<file path="src/hw/rtl/backward_rle_fill_copy_decoder_core_assert.svh">
// assertion macros shared by the decoder rtl
`ifndef BACKWARD_RLE_FILL_COPY_DECODER_CORE_ASSERT_SVH
`define BACKWARD_RLE_FILL_COPY_DECODER_CORE_ASSERT_SVH

// same-cycle implication, checked out of reset
`define BRFC_ASSERT_IMPLY(lbl, ant, cons, msg) \
   lbl: assert property (@(posedge clock) disable iff (reset) (ant) |-> (cons)) \
      else $error(msg);

// next-cycle implication, checked out of reset
`define BRFC_ASSERT_NEXT(lbl, ant, cons, msg) \
   lbl: assert property (@(posedge clock) disable iff (reset) (ant) |=> (cons)) \
      else $error(msg);

`endif

</file>
<file path="src/hw/rtl/brfc_pkg.sv">
// package: types and constants for the backward run-length decoder
`timescale 1ns / 1ps
`default_nettype none
package brfc_pkg;

   localparam int unsigned BYTE_W  = 8;
   localparam int unsigned COUNT_W = 16;
   localparam int unsigned PARA_W  = 16;
   localparam int unsigned CAP_W   = PARA_W + 4;
   localparam int unsigned PROD_W  = CAP_W + 1;
   localparam int unsigned ERR_W   = 2;

   localparam logic [BYTE_W-1:0] PAD_BYTE = 8'hFF;
   localparam logic [BYTE_W-1:0] OP_FILL  = 8'hB0;
   localparam logic [BYTE_W-1:0] OP_COPY  = 8'hB2;

   typedef enum logic [2:0] {
      PH_SKIP    = 3'd0,
      PH_OPCODE  = 3'd1,
      PH_CNT_HI  = 3'd2,
      PH_CNT_LO  = 3'd3,
      PH_FILL    = 3'd4,
      PH_LITERAL = 3'd5,
      PH_TAIL    = 3'd6,
      PH_DRAIN   = 3'd7
   } phase_type;

   typedef enum logic [ERR_W-1:0] {
      ERR_NONE     = 2'd0,
      ERR_OVERFLOW = 2'd1,
      ERR_OPCODE   = 2'd2,
      ERR_EARLY    = 2'd3
   } err_type;

   typedef struct packed {
      logic [BYTE_W-1:0] packed_byte;
      logic              last_byte;
   } in_beat_type;

   typedef struct packed {
      logic               valid;
      logic [BYTE_W-1:0]  out_byte;
      logic [COUNT_W-1:0] repeat_res;
      logic               done_res;
      err_type            error;
   } res_type;

endpackage
`default_nettype wire

</file>
<file path="src/hw/rtl/backward_rle_fill_copy_decoder_core.sv">
// top level: input register, command parser and result register
// a beat waits in the input register until the result register can take its result
// throughput: one input beat per cycle, limited only by the parser step
// a beat with nothing to report is consumed without a result beat
// reset (synchronous, active high) clears the parser to padding skip,
// empties both registers and sets the paragraph limit to zero
`timescale 1ns / 1ps
`default_nettype none
`include "backward_rle_fill_copy_decoder_core_assert.svh"
module backward_rle_fill_copy_decoder_core (
   input  wire logic                          clock,
   input  wire logic                          reset,
   input  wire logic                          req_valid,
   output      logic                          req_ready,
   input  wire logic [brfc_pkg::BYTE_W-1:0]   req_packed_byte,
   input  wire logic                          req_last_byte,
   output      logic                          rsp_valid,
   input  wire logic                          rsp_ready,
   output      logic [brfc_pkg::BYTE_W-1:0]   rsp_out_byte,
   output      logic [brfc_pkg::COUNT_W-1:0]  rsp_repeat_res,
   output      logic                          rsp_done_res,
   output      logic [brfc_pkg::ERR_W-1:0]    rsp_error,
   input  wire logic                          csr_wr_en,
   input  wire logic [brfc_pkg::PARA_W-1:0]   csr_wr_data
);

   logic [brfc_pkg::PARA_W-1:0] dest_ff, dest_in;
   brfc_pkg::in_beat_type       req_beat, beat;
   logic                        beat_valid, out_free, step;
   brfc_pkg::res_type           res, rsp_res;
   logic                        rsp_hard_err, rsp_err_clean, rsp_mid, rsp_mid_data;
   logic                        beat_stall;

   assign req_beat.packed_byte = req_packed_byte;
   assign req_beat.last_byte   = req_last_byte;
   assign step                 = beat_valid && out_free;
   assign dest_in              = csr_wr_en ? csr_wr_data : dest_ff;

   always_ff @(posedge clock) begin
      if (reset) begin
         dest_ff <= '0;
      end else begin
         dest_ff <= dest_in;
      end
   end

   brfc_in_reg u_in_reg (
      .clock      (clock),
      .reset      (reset),
      .req_valid  (req_valid),
      .req_ready  (req_ready),
      .req_beat   (req_beat),
      .take       (step),
      .beat_valid (beat_valid),
      .beat       (beat)
   );

   brfc_parser u_parser (
      .clock           (clock),
      .reset           (reset),
      .step            (step),
      .beat            (beat),
      .dest_paragraphs (dest_ff),
      .res             (res)
   );

   brfc_out_reg u_out_reg (
      .clock     (clock),
      .reset     (reset),
      .load      (step),
      .res       (res),
      .rsp_ready (rsp_ready),
      .free      (out_free),
      .rsp_valid (rsp_valid),
      .rsp_res   (rsp_res)
   );

   assign rsp_out_byte   = rsp_res.out_byte;
   assign rsp_repeat_res = rsp_res.repeat_res;
   assign rsp_done_res   = rsp_res.done_res;
   assign rsp_error      = rsp_res.error;

   assign rsp_hard_err  = rsp_valid && (rsp_error != brfc_pkg::ERR_NONE)
                          && (rsp_error != brfc_pkg::ERR_EARLY);
   assign rsp_err_clean = rsp_done_res && (rsp_repeat_res == '0) && (rsp_out_byte == '0);
   assign rsp_mid       = rsp_valid && !rsp_done_res;
   assign rsp_mid_data  = (rsp_repeat_res != '0) && (rsp_error == brfc_pkg::ERR_NONE);
   assign beat_stall    = beat_valid && !out_free;

   `BRFC_ASSERT_IMPLY(a_err_payload, rsp_hard_err, rsp_err_clean, "error beat carries data")
   `BRFC_ASSERT_IMPLY(a_mid_emits, rsp_mid, rsp_mid_data, "non-final beat without data")
   `BRFC_ASSERT_NEXT(a_beat_held, beat_stall, beat_valid && $stable(beat), "stalled beat lost")

endmodule
`default_nettype wire

</file>
<file path="src/hw/rtl/brfc_in_reg.sv">
// input register: holds one accepted request beat for the parser
`timescale 1ns / 1ps
`default_nettype none
module brfc_in_reg (
   input  wire logic                clock,
   input  wire logic                reset,
   input  wire logic                req_valid,
   output      logic                req_ready,
   input  wire brfc_pkg::in_beat_type req_beat,
   input  wire logic                take,
   output      logic                beat_valid,
   output      brfc_pkg::in_beat_type beat
);

   logic                  valid_ff, valid_in;
   brfc_pkg::in_beat_type beat_ff, beat_in;

   assign req_ready  = !valid_ff || take;
   assign beat_valid = valid_ff;
   assign beat       = beat_ff;

   always_comb begin
      valid_in = valid_ff;
      beat_in  = beat_ff;
      if (req_valid && req_ready) begin
         valid_in = 1'b1;
         beat_in  = req_beat;
      end else if (take) begin
         valid_in = 1'b0;
      end
   end

   always_ff @(posedge clock) begin
      if (reset) begin
         valid_ff <= 1'b0;
      end else begin
         valid_ff <= valid_in;
      end
   end

   always_ff @(posedge clock) begin
      beat_ff <= beat_in;
   end

endmodule
`default_nettype wire

</file>
<file path="src/hw/rtl/brfc_parser.sv">
// command parser: stream state, capacity checks and result forming
`timescale 1ns / 1ps
`default_nettype none
`include "backward_rle_fill_copy_decoder_core_assert.svh"
module brfc_parser (
   input  wire logic                           clock,
   input  wire logic                           reset,
   input  wire logic                           step,
   input  wire brfc_pkg::in_beat_type          beat,
   input  wire logic [brfc_pkg::PARA_W-1:0]    dest_paragraphs,
   output      brfc_pkg::res_type              res
);

   brfc_pkg::phase_type                 phase_ff, phase_in;
   logic                                final_ff, final_in;
   logic                                fill_ff, fill_in;
   logic [brfc_pkg::COUNT_W-1:0]        count_ff, count_in;
   logic [brfc_pkg::PROD_W-1:0]         prod_ff, prod_in;

   logic [brfc_pkg::BYTE_W-1:0]         b;
   logic                                last;
   logic [brfc_pkg::PROD_W-1:0]         cap;
   logic [brfc_pkg::PROD_W-1:0]         sum_fill;
   logic [brfc_pkg::PROD_W-1:0]         sum_lit;
   logic                                fill_ovf, lit_ovf;
   logic                                is_pad, op_fill, op_copy;
   logic [brfc_pkg::COUNT_W-1:0]        cnt_lo_val, cnt_dec;
   brfc_pkg::err_type                   err;
   logic                                emit, ok_end;
   logic                                done_beat, err_beat, rearmed, draining;

   assign b          = beat.packed_byte;
   assign last       = beat.last_byte;
   assign cap        = {1'b0, dest_paragraphs, 4'b0000};
   assign sum_fill   = prod_ff + {{(brfc_pkg::PROD_W-brfc_pkg::COUNT_W){1'b0}}, count_ff};
   assign sum_lit    = prod_ff + {{(brfc_pkg::PROD_W-1){1'b0}}, 1'b1};
   assign fill_ovf   = sum_fill > cap;
   assign lit_ovf    = sum_lit > cap;
   assign is_pad     = (phase_ff == brfc_pkg::PH_SKIP) && (b == brfc_pkg::PAD_BYTE);
   assign op_fill    = b[7:1] == brfc_pkg::OP_FILL[7:1];
   assign op_copy    = b[7:1] == brfc_pkg::OP_COPY[7:1];
   assign cnt_lo_val = {count_ff[7:0], b};
   assign cnt_dec    = count_ff - 16'd1;

   // error found by this byte
   always_comb begin
      err = brfc_pkg::ERR_NONE;
      case (phase_ff)
         brfc_pkg::PH_SKIP, brfc_pkg::PH_OPCODE: begin
            if (!is_pad && !op_fill && !op_copy) err = brfc_pkg::ERR_OPCODE;
         end
         brfc_pkg::PH_FILL: begin
            if (fill_ovf) err = brfc_pkg::ERR_OVERFLOW;
         end
         brfc_pkg::PH_LITERAL, brfc_pkg::PH_TAIL: begin
            if (lit_ovf) err = brfc_pkg::ERR_OVERFLOW;
         end
         default: err = brfc_pkg::ERR_NONE;
      endcase
   end

   // next state
   always_comb begin
      phase_in = phase_ff;
      final_in = final_ff;
      fill_in  = fill_ff;
      count_in = count_ff;
      prod_in  = prod_ff;
      if (step) begin
         if (phase_ff == brfc_pkg::PH_DRAIN || err != brfc_pkg::ERR_NONE || last) begin
            if (last) begin
               phase_in = brfc_pkg::PH_SKIP;
               final_in = 1'b0;
               fill_in  = 1'b0;
               count_in = '0;
               prod_in  = '0;
            end else begin
               phase_in = brfc_pkg::PH_DRAIN;
            end
         end else begin
            case (phase_ff)
               brfc_pkg::PH_SKIP, brfc_pkg::PH_OPCODE: begin
                  if (!is_pad) begin
                     fill_in  = op_fill;
                     final_in = b[0];
                     phase_in = brfc_pkg::PH_CNT_HI;
                  end
               end
               brfc_pkg::PH_CNT_HI: begin
                  count_in = {8'h00, b};
                  phase_in = brfc_pkg::PH_CNT_LO;
               end
               brfc_pkg::PH_CNT_LO: begin
                  count_in = cnt_lo_val;
                  if (fill_ff) begin
                     phase_in = brfc_pkg::PH_FILL;
                  end else if (cnt_lo_val == '0) begin
                     phase_in = final_ff ? brfc_pkg::PH_TAIL : brfc_pkg::PH_OPCODE;
                  end else begin
                     phase_in = brfc_pkg::PH_LITERAL;
                  end
               end
               brfc_pkg::PH_FILL: begin
                  prod_in  = sum_fill;
                  phase_in = final_ff ? brfc_pkg::PH_TAIL : brfc_pkg::PH_OPCODE;
               end
               brfc_pkg::PH_LITERAL: begin
                  prod_in  = sum_lit;
                  count_in = cnt_dec;
                  if (cnt_dec == '0) begin
                     phase_in = final_ff ? brfc_pkg::PH_TAIL : brfc_pkg::PH_OPCODE;
                  end
               end
               brfc_pkg::PH_TAIL: begin
                  prod_in = sum_lit;
               end
               default: phase_in = phase_ff;
            endcase
         end
      end
   end

   // result
   always_comb begin
      emit   = 1'b0;
      ok_end = 1'b0;
      res    = '0;
      case (phase_ff)
         brfc_pkg::PH_CNT_LO: begin
            ok_end = !fill_ff && (cnt_lo_val == '0) && final_ff;
         end
         brfc_pkg::PH_FILL: begin
            emit   = !fill_ovf && (count_ff != '0);
            ok_end = !fill_ovf && final_ff;
         end
         brfc_pkg::PH_LITERAL: begin
            emit   = !lit_ovf;
            ok_end = !lit_ovf && (cnt_dec == '0) && final_ff;
         end
         brfc_pkg::PH_TAIL: begin
            emit   = !lit_ovf;
            ok_end = 1'b1;
         end
         default: begin
            emit   = 1'b0;
            ok_end = 1'b0;
         end
      endcase
      if (step && phase_ff != brfc_pkg::PH_DRAIN) begin
         if (err != brfc_pkg::ERR_NONE) begin
            res.valid    = 1'b1;
            res.done_res = 1'b1;
            res.error    = err;
         end else if (last || emit) begin
            res.valid    = 1'b1;
            res.done_res = last;
            res.error    = (last && !ok_end) ? brfc_pkg::ERR_EARLY : brfc_pkg::ERR_NONE;
            if (emit) begin
               res.out_byte   = b;
               res.repeat_res = (phase_ff == brfc_pkg::PH_FILL) ? count_ff : 16'd1;
            end
         end
      end
   end

   always_ff @(posedge clock) begin
      if (reset) begin
         phase_ff <= brfc_pkg::PH_SKIP;
         final_ff <= 1'b0;
         fill_ff  <= 1'b0;
         count_ff <= '0;
         prod_ff  <= '0;
      end else begin
         phase_ff <= phase_in;
         final_ff <= final_in;
         fill_ff  <= fill_in;
         count_ff <= count_in;
         prod_ff  <= prod_in;
      end
   end

   assign done_beat = step && res.valid && res.done_res && last;
   assign err_beat  = step && res.valid && (res.error != brfc_pkg::ERR_NONE) && !last;
   assign rearmed   = (phase_ff == brfc_pkg::PH_SKIP) && (prod_ff == '0);
   assign draining  = phase_ff == brfc_pkg::PH_DRAIN;

   `BRFC_ASSERT_NEXT(a_done_rearms, done_beat, rearmed, "stream not rearmed after last beat")
   `BRFC_ASSERT_NEXT(a_error_drains, err_beat, draining, "error did not enter drain")
   `BRFC_ASSERT_IMPLY(a_drain_silent, draining, !res.valid, "result produced while draining")

endmodule
`default_nettype wire

</file>
<file path="src/hw/rtl/brfc_out_reg.sv">
// result register: holds one result beat until the consumer takes it
`timescale 1ns / 1ps
`default_nettype none
module brfc_out_reg (
   input  wire logic              clock,
   input  wire logic              reset,
   input  wire logic              load,
   input  wire brfc_pkg::res_type res,
   input  wire logic              rsp_ready,
   output      logic              free,
   output      logic              rsp_valid,
   output      brfc_pkg::res_type rsp_res
);

   logic              valid_ff, valid_in;
   brfc_pkg::res_type res_ff, res_in;

   assign free      = !valid_ff || rsp_ready;
   assign rsp_valid = valid_ff;
   assign rsp_res   = res_ff;

   always_comb begin
      valid_in = valid_ff;
      res_in   = res_ff;
      if (load) begin
         valid_in = res.valid;
         res_in   = res;
      end else if (rsp_ready) begin
         valid_in = 1'b0;
      end
   end

   always_ff @(posedge clock) begin
      if (reset) begin
         valid_ff <= 1'b0;
      end else begin
         valid_ff <= valid_in;
      end
   end

   always_ff @(posedge clock) begin
      res_ff <= res_in;
   end

endmodule
`default_nettype wire
</file>
<file path="config.mk">
export PLATFORM = sky130hd
export DESIGN_NAME = backward_rle_fill_copy_decoder_core
export DESIGN_NICKNAME = d
export VERILOG_FILES = /design/src/hw/rtl/brfc_pkg.sv /design/src/hw/rtl/backward_rle_fill_copy_decoder_core.sv /design/src/hw/rtl/brfc_in_reg.sv /design/src/hw/rtl/brfc_parser.sv /design/src/hw/rtl/brfc_out_reg.sv
export VERILOG_INCLUDE_DIRS = /design/src /design/src/hw/rtl
export SDC_FILE = /design/constraint.sdc
export NUM_CORES = 1
export LEC_CHECK = 0
export ABC_AREA = 0
export BUFFER_PORTS_ARGS = -buffer_cell sky130_fd_sc_hd__buf_2
export CAP_MARGIN = 20
export CORE_MARGIN = 1
export CORE_UTILIZATION = 45
export CTS_BUF_LIST = sky130_fd_sc_hd__clkbuf_4
export CTS_CLUSTER_SIZE = 12
export DETAILED_ROUTE_END_ITERATION = 10
export PLACE_DENSITY = 0.63
export SLEW_MARGIN = 5
export SYNTH_ARGS = -nofsm -noshare
export SYNTH_HDL_FRONTEND = slang
export SYNTH_SLANG_ARGS = --single-unit
export TNS_END_PERCENT = 50
</file>
<file path="constraint.sdc">
create_clock -name clock -period 6.1 [get_ports clock]
set_input_delay 0.915 -clock clock [delete_from_list [all_inputs] [get_ports clock]]
set_output_delay 0.915 -clock clock [all_outputs]
set_load 0.01 [all_outputs]
</file>
* Word-level counts from Yosys, hierarchy flattened
Cells that the tools add are included.
W data, S select, Z words.
** Cells by class
- Bitwise gates (word level) :: 4
- Reductions and logical operators :: 46
- Order comparisons :: 2
- Muxes and demuxes :: 39
- Equality and inequality tests :: 15
- Add/sub/neg operators :: 3
** Operators by type and width (count)
- $mux W28 :: 2
- $mux W16 :: 3
- $mux W24 :: 2
- $pmux W16 S3 :: 1
- $gt A21 B20 Y1 :: 2
- $mux W21 :: 2
- $pmux W21 S2 :: 1
- $logic_not A16 Y1 :: 2
- $mux W3 :: 8
- $add A21 B1 Y21 const B :: 1
- $add A21 B16 Y21 :: 1
- $reduce_bool A16 Y1 :: 1
- $sub A16 B1 Y16 const B :: 1
- $pmux W3 S5 :: 1
- $eq A7 B7 Y1 const B :: 2
- $mux W1 :: 14
- $logic_and A1 B1 Y1 :: 13
- $eq A3 B3 Y1 const B :: 4
- $logic_not A1 Y1 :: 9
- $eq A8 B8 Y1 const B :: 1
- $reduce_and A4 Y1 :: 2
- $reduce_bool A2 Y1 :: 4
- $eq A3 B2 Y1 const B :: 2
- $ne A3 B3 Y1 const B :: 2
- other kinds (17) :: 28
** Storage, ports and cells
- Input port bits :: 30
- Bits in registers :: 96
- Output and inout bits :: 29
- Logic and storage cells :: 124

* Logic depth before layout (Yosys ltp)
Gate-level depths: netlist of the first run.
- Depth after elaboration :: 13
- Depth in mapped cells :: 22
- Gate-level depth less buffers :: 19

* Hierarchy
A second synthesis of the first run with hierarchy kept.
** Second synthesis, totals
- Cells, all modules :: 753
- Area, all modules :: 6565.0 sq um
** By module, submodules not included
- brfc_parser :: area an instance 4758.3 sq um, sequential area each 840.8 sq um, times used 1, cells each 654
- brfc_out_reg :: area an instance 894.6 sq um, sequential area each 860.8 sq um, times used 1, cells each 32
- backward_rle_fill_copy_decoder_core :: area an instance 586.8 sq um, sequential area each 320.3 sq um, times used 1, cells each 53
- brfc_in_reg :: area an instance 325.3 sq um, sequential area each 290.3 sq um, times used 1, cells each 14

* Worst setup path before layout of the first run
OpenSTA, ideal clock, no wires.
- Path kind :: reg2reg
- Start point :: register u_parser.count_ff[0] (netlist name)
- End point :: register u_parser.phase_ff[0]
- Period minus slack after synthesis :: 4.973 ns
- Required time :: 5.979 ns
- Setup time :: 0.121 ns
- Cell stages (with the launch flop) :: 22
- Setup slack :: 1.127 ns
- Data arrival time :: 4.852 ns
- Path buffers :: 2
- Cells stage by stage :: dfxtp_1 > ha_1 > inv_1 > fa_1 > nand2b_1 > a21oi_2 > o41a_1 > o41ai_1 > nor2_1 > xor2_1 > ha_1 > a21o_1 > a211oi_1 > o221ai_1 > o211ai_1 > nor2_1 > or4_1 > buf_2 > or2_1 > buf_2 > o221ai_2 > mux2_2
** On the way
- Word-level cells in the longest chain between the ends :: 9
- Elaborated cells between the ends (all ways) :: 18
- Classes of those cells :: 2 x add/sub; 1 x order compare; 2 x eq/ne; 6 x mux; 7 x reduce/logical
** Ends and longest elaborated chain
- from (decl) :: RTL line brfc_parser.sv:17 : logic [brfc_pkg::COUNT_W-1:0] count_ff, count_in;
- from (signal assigned) :: RTL line brfc_parser.sv:177 : count_ff <= count_in;
- $add A21 B16 Y21 :: RTL line brfc_parser.sv:35 : assign sum_fill = prod_ff + {{(brfc_pkg::PROD_W-brfc_pkg::COUNT_W){1'b0}}, count_ff};
- $gt A21 B20 Y1 :: RTL line brfc_parser.sv:37 : assign fill_ovf = sum_fill > cap;
- $mux W1 :: RTL line brfc_parser.sv:53 : if (fill_ovf) err = brfc_pkg::ERR_OVERFLOW;
- $pmux W2 S3 :: RTL line brfc_parser.sv:48 : case (phase_ff)
- $reduce_bool A2 Y1 :: RTL line brfc_parser.sv:70 : if (phase_ff == brfc_pkg::PH_DRAIN || err != brfc_pkg::ERR_NONE || last) begin
- $logic_or A1 B1 Y1 (2 in series) :: RTL line brfc_parser.sv:70
- $ne A3 B1 Y1 (no source line) (tied with other cells)
- $reduce_and A4 Y1 (no source line)
- to (signal assigned) :: RTL line brfc_parser.sv:168 : phase_ff <= brfc_pkg::PH_SKIP;
- to (signal assigned) :: RTL line brfc_parser.sv:174 : phase_ff <= phase_in;
- to (decl) :: RTL line brfc_parser.sv:14 : brfc_pkg::phase_type phase_ff, phase_in;
Several ways; a longest one is shown, not always the timed one.
A chain may end at the register's enable or synchronous reset.

* Final worst setup path of the first run
- Start point :: register u_parser.count_ff[2] (netlist name)
- End point :: register u_parser.prod_ff[5] (netlist name)
** On the way
- Word-level cells in the longest chain between the ends :: 9
- Elaborated cells between the ends (all ways) :: 12
- Classes of those cells :: 1 x add/sub; 1 x order compare; 1 x eq/ne; 4 x mux; 5 x reduce/logical
** Ends and longest elaborated chain
- $add A21 B16 Y21 (*) :: RTL line brfc_parser.sv:35
- $gt A21 B20 Y1 :: RTL line brfc_parser.sv:37
- $mux W1 :: RTL line brfc_parser.sv:53
- $pmux W2 S3 :: RTL line brfc_parser.sv:48
- $reduce_bool A2 Y1 :: RTL line brfc_parser.sv:70
- $logic_or A1 B1 Y1 (2 in series) :: RTL line brfc_parser.sv:70
- $ne A2 B2 Y1 (no source line) / $reduce_bool A3 Y1 (equally long branches)
- $reduce_and A3 Y1 (no source line)
- to (signal assigned) :: RTL line brfc_parser.sv:178 : prod_ff <= prod_in;
- to (decl) :: RTL line brfc_parser.sv:18 : logic [brfc_pkg::PROD_W-1:0] prod_ff, prod_in;
Every way passes the cells marked *; elsewhere a longest branch is shown, timed or not.

==> results of run 1 <==
[per-stage QoR]
stage	instances	worst slack, ns	cell area (µm²)	utilization, %	total power, mW
global placement	999	0.7069	7133	50.60	0.8637
CTS	1015	0.5701	7278	51.63	1.238
detailed placement	999	0.6408	7133	50.60	0.8653
global route	1016	0.1754	7281	51.65	1.280
finish	1016	0.4692	7281	51.65	1.231
floorplan	781	1.127	6620	-	0.8136
[tightest hold or removal path, cell delays in order (launching register included)]
cell     delay [ns]
dfxtp_1        0.38
nand2_1        0.07
a21oi_1        0.05
[routing by layer]
layer  routed length [µm]  up-vias  global-route usage [%]
li1                     -     2935                       -
met2                 8147      199                   39.04
met1                 9049     2800                   37.17
met4                  425        0                   9.639
met5                    0        -                       0
met3                 1174       26                   3.828
[cell usage in the layout, fill, tap and decap left out, drive strengths merged, types with 3 or more instances in the layout]
cell type  netlist  layout
nand3           23      23
a21oi           51      51
a31oi            9       9
inv             30      33
nor4            12      12
clkbuf          35       9
nor3            22      22
nor2b            9       9
or2              3       3
nor2            85      85
o211ai           5       5
edfxtp          36      36
xnor2           29      29
o22ai            3       3
nand2b          13      13
and2            29      29
or4              6       6
a211o            4       4
ha              51      51
a21o             7       7
nor3b            3       3
mux2i           23      23
o31ai            7       7
nand2           65      65
a22oi           15      15
nand4           15      15
buf              5      78
dfxtp           60      60
o21a            12      12
or3              9       9
and4             3       3
nand3b           4       4
o21ai           37      37
xor2            19      19
o221ai           3       3
and3             4       4
[registers in the layout, indices dropped and copies added (netlist names)]
| register | cells |
|---|---|
| u_parser.prod_ff | 21 |
| u_parser.fill_ff | 1 |
| u_in_reg.beat | 9 |
| u_out_reg.rsp_res | 27 |
| u_out_reg.rsp_valid | 1 |
| u_parser.phase_ff | 3 |
| u_parser.final_ff | 1 |
| u_parser.count_ff | 16 |
| dest_ff | 16 |
| u_in_reg.beat_valid | 1 |
[kinds of logic (layout without fill, tap and decap cells)]
group                      Yosys count  in the layout  synth area share [%]
adders and majority gates           52             52                 9.941
xor gates and xnor gates            48             48                 6.350
DFF                                 96             96                 34.47
AOI/OAI and AO/OA                  180            180                 17.92
buffers and inverters               71            125                 4.177
muxes                               24             24                 3.648
other                                0              1                     0
and+or+nand+nor                    310            310                 23.49
[area by class of cell]
cell class	instances	area, µm²
diodes	1	2.502
clock buffers	9	67.56
clock inverters	7	77.57
fillers	1430	6815
inverters	31	116.4
multi-input cells	614	4069
flip-flops and latches	96	2282
well taps	180	225.2
repair buffers	78	440.4
[where the power goes]
part / switching, mW / internal, mW / total, mW
logic: 0.0957 / 0.0577 / 0.153
registers: 0.0163 / 0.684 / 0.700
clock network: 0.248 / 0.129 / 0.377
total: 0.360 / 0.870 / 1.23
[worst paths after layout]
path                             start              endpoint  slack (ns)
setup reg to reg  u_parser.count_ff[2]   u_parser.prod_ff[5]        0.47
hold / removal    u_parser.prod_ff[13]  u_parser.prod_ff[13]        0.52
hold reg to reg   u_parser.prod_ff[13]  u_parser.prod_ff[13]        0.52
setup / recovery  u_parser.count_ff[2]   u_parser.prod_ff[5]        0.47
==> reports/metrics.cfg, run 1 <==
[clock_tree]
clockBufferDepth = 2
cts_hold_buf = 0
postCtsSetupRepairBufs = 0
cts_resized = 0
cts_tree = done
cts.clk_slew.worst_paths_ns = 0.16
cts-root-buf = clkbuf_4
cts-htree-levels = 3
cts_buffers = 9
clock-sinks = 96
clk_latency_ns = 0.51

[floorplanning]
io_pins = 59
fp.dieArea_um2 = 15200
initial_utilization_pct = 46.96
core_um2 = 14100
die_h_um = 123.3
core.rowCount = 43
die_x_um = 123.3

[logic_synthesis]
avgSynthCellArea_um2 = 8.476
synthArstFlopShare_pct = 0
ys_top_cells_by_count = nor2_1, nand2_1, dfxtp_1
ys_types = 74
yosysWarnings = 0
synthTopCellsByArea = dfxtp_1, edfxtp_1, ha_1
synth_area_um2 = 6620
yosys.cell_count.top_type = nor2_1
synth_seq_area_share_pct = 34.47
synth_nets = 863
ys_ff_latch = 96
synth-edff-count = 36
synthCells = 781
synth_top_cell_area_share_pct = 18.14
yosysTopAreaCell = dfxtp_1
synth_ff_type = dfxtp_1

[critical_path]
worstPathCellList = ha_1 > nand3_1 > a21oi_1 > a31oi_1 > a21oi_1 > o2111a_1 > o31ai_1 > buf_4 > nor2_1 > xor2_1 > ha_1 > a211oi_1 > o221ai_1 > o211ai_1 > nor2_1 > or4_1 > or2_1 > or4_1 > a21oi_1
path_depth = 19
critPathMaxStageDelay_ns = 0.55
cp.required_ns = 6.53
worstPathMaxFanout = 11
cp-start-kind = register
path_delay_family = compound AO/OA/AOI/OAI gates
cpMaxStageDelayCell = or4_1
crit_type = register to register
rr_worst_depth = 19
cp.arrival_ns = 6.06
crit_top_cell = a21oi_1
path_buf_inv = 1
critPathCaptureType = register

[timing]
hold_viol_final = 0
slew_viol_final = 0
worst_pin_slew_ns = 1.022
finalSetupViolCount = 0
min_period_ns = 5.631
grt_setup_unrepaired = false
whs_ns = 0.5181
skew_ns = 0.01810
fmax_mhz = 177.6
finalSetupTns_ns = 0
period_share_pct = 92.31
slew_headroom_pct = 31.88

[finish]
nets = 912
syn_to_final_growth_pct = 9.979
drive_gt1_share_pct = 12.69

[status]
status = finished clean

[power]
vdd_ir_drop_max_uv = 106.6
leakagePower_nw = 2.993
powerDensity_nw_per_um2 = 169.0

[drt]
wl_per_cell_um = 18.50
drt_iter0_drc = 503
vias = 5960
drc_errors = 0
vias_per_cell = 5.866
drt_first_pass_iters = 6
drtAntennaViolNets = 0
routed_wl_um = 18800

[placed_design]
hpwl_um = 14330
port_buffers = 58
gp_congestion = 1.028

[global_routing]
grt_pass1_wl_um = 29770
grt.overflow.total = 0
antenna_found_initial = 1
grt_usage_pct = 25.89
grt_pass1_vias = 5615
grt_max_degree = 50

[min_path]
hold_depth = 2
hold_path.class = register to register

[job]
drv_cap = 0

(Power assumes the default switching activity.)
==> run 2, diff against run 1 <==
--- a/config.mk
+++ b/config.mk
@@ -6,7 +6,6 @@
 export SDC_FILE = /design/constraint.sdc
 export NUM_CORES = 1
 export LEC_CHECK = 0
-export ABC_AREA = 0
 export BUFFER_PORTS_ARGS = -buffer_cell sky130_fd_sc_hd__buf_2
 export CAP_MARGIN = 20
 export CORE_MARGIN = 1
@@ -15,6 +14,7 @@
 export CTS_CLUSTER_SIZE = 12
 export DETAILED_ROUTE_END_ITERATION = 10
 export PLACE_DENSITY = 0.63
+export RECOVER_POWER = 50
 export SLEW_MARGIN = 5
 export SYNTH_ARGS = -nofsm -noshare
 export SYNTH_HDL_FRONTEND = slang
==> run 2 against run 1 <==
Compared with the run above: the run now ends with max-capacitance violations, max-slew violations left; utilization shrank 0.22 points; flip-flop and latch count unchanged; final cell count is the same; largest cell class unchanged; worst setup slack got worse by 0.034 ns; register-to-register slack worse by 0.03 ns; first-iteration DRC count is 13% higher; clock power hardly changed; critical endpoint unchanged; sequential share of layout area increased by 0.14 points; final area fell by 0.43%; critical path type unchanged; critical path depth unchanged.
==> reports/metrics.cfg, run 2 (synthesis gave the netlist of run 1 again) <==
[status]
status = complete, but fails checks
violations = max-capacitance violations, max-slew violations

[critical_path]
cp.required_ns = 6.51
cp-start-kind = register
rr_worst_depth = 19
crit_end = u_parser.prod_ff[5]
crit_type = register to register
r2r-end = u_parser.prod_ff[5]
rrSetupSlack_ns = 0.44
cp-startpoint = u_parser.count_ff[2]
cp.arrival_ns = 6.07
worstPathMaxFanout = 11
critPathCaptureType = register
r2r-start = u_parser.count_ff[2]

[global_routing]
antenna_found_initial = 1
grt.overflow.total = 0
grt_usage_pct = 25.89
grt_pass1_vias = 5615
grt_pass1_wl_um = 29770
grt_max_degree = 50

[timing]
finalSetupTns_ns = 0
skew_ns = 0.02069
slew_headroom_pct = -94.99
slew_viol_final = 86
whs_ns = 0.5182
hold_viol_final = 0
fmax_mhz = 176.5
min_period_ns = 5.665
finalSetupViolCount = 0
grt_setup_unrepaired = false
period_share_pct = 92.86
worst_pin_slew_ns = 2.919

[clock_tree]
cts.clk_slew.worst_paths_ns = 0.16
cts-htree-levels = 3
postCtsSetupRepairBufs = 0
cts_buffers = 9
cts_resized = 0
cts-root-buf = clkbuf_4
clock-sinks = 96
clk_latency_ns = 0.51
cts_hold_buf = 0
cts_tree = done
clockBufferDepth = 2

[drt]
met2_length_um = 8188
vias = 5974
met1_length_um = 9250
drtAntennaViolNets = 0
wl_per_cell_um = 18.55
drc_errors = 0
drt_first_pass_iters = 5
routed_wl_um = 18850
drt_iter0_drc = 567
vias_per_cell = 5.880
top_layer_used = met4
met3_length_um = 992

[power]
leakagePower_nw = 2.932
pwr-share-clk_pct = 30.7
vdd_ir_drop_max_uv = 106.8
power.switching_mw = 0.3610
powerDensity_nw_per_um2 = 169.8
seq_power_share_pct = 56.9
cellInternalPower_mw = 0.8696
combPwrFrac_pct = 12.3
swShare_pct = 29.34

[min_path]
hold_path.class = register to register

[placed_design]
gp_congestion = 1.028
port_buffers = 58
hpwl_um = 14330

[job]
drv_cap = 2

[finish]
fillers = 1438
syn_to_final_growth_pct = 9.507
nets = 912
final_cell_mix = nor2_1, nand2_1, dfxtp_1
largest_register_ffs = 27
layout_commonest_cell = nor2_1
drive_gt1_share_pct = 10.30

[floorplanning]
io_pins = 59
die_x_um = 123.3
fp.dieArea_um2 = 15200
core_um2 = 14100
initial_utilization_pct = 46.96
core.rowCount = 43
die_h_um = 123.3

run 2: power by group through the flow:
stage               logic (mW)  registers (mW)  clock network [mW]
floorplan                0.104           0.709                   0
global placement         0.150           0.714                   0
detailed placement       0.151           0.714                   0
CTS                      0.152           0.700               0.386
global route             0.169           0.704               0.405
finish                   0.152           0.700               0.378
run 2: area by class of cell:
class / count / area (µm²) / area share [%]
multi-input combinational: 614 / 4061 / 56.02
tap: 180 / 225.2 / 3.107
clock buffer: 9 / 67.56 / 0.9320
timing repair buffer: 78 / 416.7 / 5.747
antenna: 1 / 2.502 / 0.03452
sequential: 96 / 2282 / 31.48
inverter: 31 / 116.4 / 1.605
clock inverter: 7 / 77.57 / 1.070
run 2: metal layers:
| metal | GRT usage, % | vias to the layer above |
|---|---|---|
| met5 | 0 | - |
| met4 | 9.639 | 0 |
| met3 | 3.828 | 26 |
| met2 | 39.04 | 179 |
| met1 | 37.17 | 2839 |
| li1 | - | 2930 |
run 2: worst max-delay path: stages (launching register included):
cell	delay, ns
dfxtp_1	0.61
ha_1	0.36
a21oi_1	0.20
a21oi_1	0.19
a31oi_1	0.33
a21oi_1	0.18
o2111a_1	0.29
o31ai_1	0.20
buf_4	0.20
nor2_1	0.07
xor2_1	0.15
ha_1	0.33
a211oi_1	0.28
o221ai_1	0.18
o211ai_1	0.33
nor2_1	0.06
or4_1	0.51
or2_1	0.40
or4_1	0.56
a21oi_1	0.14
run 2: how the worst min path moves through the flow:
stage / startpoint / endpoint / slack (ns) / cells after the start
2_1_floorplan: dest_ff[10] / dest_ff[10] / 0.46 / 2
6_report: u_parser.prod_ff[13] / u_parser.prod_ff[13] / 0.52 / 2
3_3_place_gp: dest_ff[4] / dest_ff[4] / 0.47 / 2
4_1_cts: u_parser.prod_ff[13] / u_parser.prod_ff[13] / 0.52 / 2
3_5_place_dp: dest_ff[12] / dest_ff[12] / 0.49 / 2
5_1_grt: u_parser.prod_ff[13] / u_parser.prod_ff[13] / 0.53 / 2
run 2: stage by stage:
stage / setup slack, ns / instance area (µm²) / cells / total power, mW / utilization [%]
after detailed placement: 0.6408 / 7133 / 999 / 0.8653 / 50.60
after CTS: 0.5701 / 7278 / 1015 / 1.238 / 51.63
after global routing: 0.1515 / 7249 / 1016 / 1.279 / 51.43
after global placement: 0.7069 / 7133 / 999 / 0.8637 / 50.60
final: 0.4353 / 7249 / 1016 / 1.231 / 51.43
after floorplan: 1.127 / 6620 / 781 / 0.8136 / -
==> run 3, diff against run 2 <==
--- a/config.mk
+++ b/config.mk
@@ -8,12 +8,15 @@
 export LEC_CHECK = 0
 export BUFFER_PORTS_ARGS = -buffer_cell sky130_fd_sc_hd__buf_2
 export CAP_MARGIN = 20
+export CELL_PAD_IN_SITES_DETAIL_PLACEMENT = 0
+export CELL_PAD_IN_SITES_GLOBAL_PLACEMENT = 1
 export CORE_MARGIN = 1
 export CORE_UTILIZATION = 45
 export CTS_BUF_LIST = sky130_fd_sc_hd__clkbuf_4
 export CTS_CLUSTER_SIZE = 12
 export DETAILED_ROUTE_END_ITERATION = 10
-export PLACE_DENSITY = 0.63
+export HOLD_SLACK_MARGIN = 0.08
+export PLACE_DENSITY = 0.79
 export RECOVER_POWER = 50
 export SLEW_MARGIN = 5
 export SYNTH_ARGS = -nofsm -noshare
==> run 3 against run 2 <==
Compared with the run above: the flow still finishes with violations (max-capacitance violations, max-slew violations); sequential share of layout area about the same; sequential power about the same; critical path type unchanged; first-iteration DRC count down 11%.
==> reports/metrics.cfg, run 3 (synthesis gave the netlist of run 1 again) <==
[floorplanning]
core.rowCount = 43
initial_utilization_pct = 46.96
io_pins = 59
die_x_um = 123.3
core_um2 = 14100
fp.dieArea_um2 = 15200
die_h_um = 123.3

[global_routing]
grt.overflow.total = 0
grt_usage_pct = 26.13
antenna_found_initial = 1
grt_pass1_vias = 5547
grt_pass1_wl_um = 30020
grt_max_degree = 50

[clock_tree]
cts.clk_slew.worst_paths_ns = 0.18
cts-htree-levels = 3
clk_latency_ns = 0.51
clock-sinks = 96
cts-root-buf = clkbuf_4
cts_buffers = 9
cts_tree = done
clockBufferDepth = 2
postCtsSetupRepairBufs = 0

[drt]
drt_iter0_drc = 503
routed_wl_um = 18890
vias = 6046
drtAntennaViolNets = 0
drc_errors = 0
drt_first_pass_iters = 6
wl_per_cell_um = 18.60
vias_per_cell = 5.951

[critical_path]
rrSetupSlack_ns = 0.52
cp.required_ns = 6.54
cp.arrival_ns = 6.02
crit_type = register to register
critPathCaptureType = register
r2r-start = u_parser.count_ff[2]
worstPathMaxFanout = 12
cp-start-kind = register
cp-startpoint = u_parser.count_ff[2]

[timing]
fmax_mhz = 179.2
slew_viol_final = 36
slew_headroom_pct = -102.2
skew_ns = 0.01879
grt_setup_unrepaired = false
worst_pin_slew_ns = 3.027
period_share_pct = 91.49
setup_slack_ns = 0.5188
hold_viol_final = 0
min_period_ns = 5.581
finalSetupViolCount = 0
finalSetupTns_ns = 0

[placed_design]
hpwl_um = 14300
port_buffers = 58
dp_slack_ns = 0.4931
gp_congestion = 0.9704

[finish]
nets = 912
final_cell_mix = nor2_1, nand2_1, dfxtp_1
layout_commonest_cell = nor2_1
syn_to_final_growth_pct = 9.337
drive_gt1_share_pct = 10.66
largest_register_ffs = 27

[job]
drv_cap = 1

[power]
leakagePower_nw = 2.931
powerDensity_nw_per_um2 = 166.1
vdd_ir_drop_max_uv = 112.0

[min_path]
hold_path.class = register to register
hp-start = dest_ff[2]

[status]
violations = max-capacitance violations, max-slew violations
status = complete, but fails checks

-- run 3: cell count changes in the layout (fill, tap and decap cells not counted), sizes merged --
cell	before	now
buf	59	60
inv	33	34
bufinv	1	0
clkinv	2	4
clkinvlp	2	0
clkbuf	28	27
-- run 3: layer usage --
metal  global-route usage (%)  up-vias  share of wire, %
met4                    8.358        0               2.0
met3                    4.382       30               5.8
li1                         -     2935                 -
met5                        0        -                 0
met1                    38.13     2881                48
met2                    38.86      200                44
-- run 3: path summary, 6_finish.rpt --
check	end	depth (start not counted)
hold reg to reg	dest_ff[2]	2
hold / removal	dest_ff[2]	2
setup reg to reg	u_parser.prod_ff[6]	18
setup / recovery	u_parser.prod_ff[6]	18
-- run 3: worst max-delay path, stage by stage, from the launching register on --
cell and delay, ns:
dfxtp_1 0.58, ha_1 0.35, a21oi_1 0.20, a21oi_1 0.19, a31oi_1 0.30, a21oi_1 0.16, o2111a_1 0.31, o31ai_2 0.42
nor2_1 0.13, xor2_1 0.17, ha_1 0.32, a211oi_1 0.21, o221ai_1 0.14, o211ai_1 0.29, nor2_1 0.07, or4_1 0.49
or2_1 0.46, or4_1 0.58, a21oi_1 0.15
-- run 3: layout make-up --
| class | count | area, µm² |
|---|---|---|
| multi-input cells | 614 | 4066 |
| repair buffers | 78 | 417.9 |
| flip-flops and latches | 96 | 2282 |
| clock inverters | 7 | 60.06 |
| well taps | 180 | 225.2 |
| inverters | 31 | 116.4 |
| clock buffers | 9 | 67.56 |
| diodes | 1 | 2.502 |
| fillers | 1414 | 6858 |
-- run 3: stage by stage --
step | cell area (µm²) | hold slack, ns | std cells | utilization (%) | total power, mW
CTS | 7261 | 0.5185 | 1015 | 51.51 | 1.212
floorplan | 6620 | 0.4604 | 781 | - | 0.8136
global route | 7238 | 0.5349 | 1016 | 51.35 | 1.258
detailed placement | 7133 | 0.4820 | 999 | 50.60 | 0.8646
global placement | 7133 | 0.4765 | 999 | 50.60 | 0.8618
finish | 7238 | 0.5141 | 1016 | 51.35 | 1.202
-- run 3: timing repair --
item                                    4_1_cts  5_1_grt
endpoints found under the setup margin        0       10
hold buffers                                  0        0
resized for setup                             0        1
-- run 3: report_power, final --
part           switching, mW  internal, mW
Combinational         0.0939        0.0557
Clock                  0.260        0.0920
Sequential            0.0165         0.684
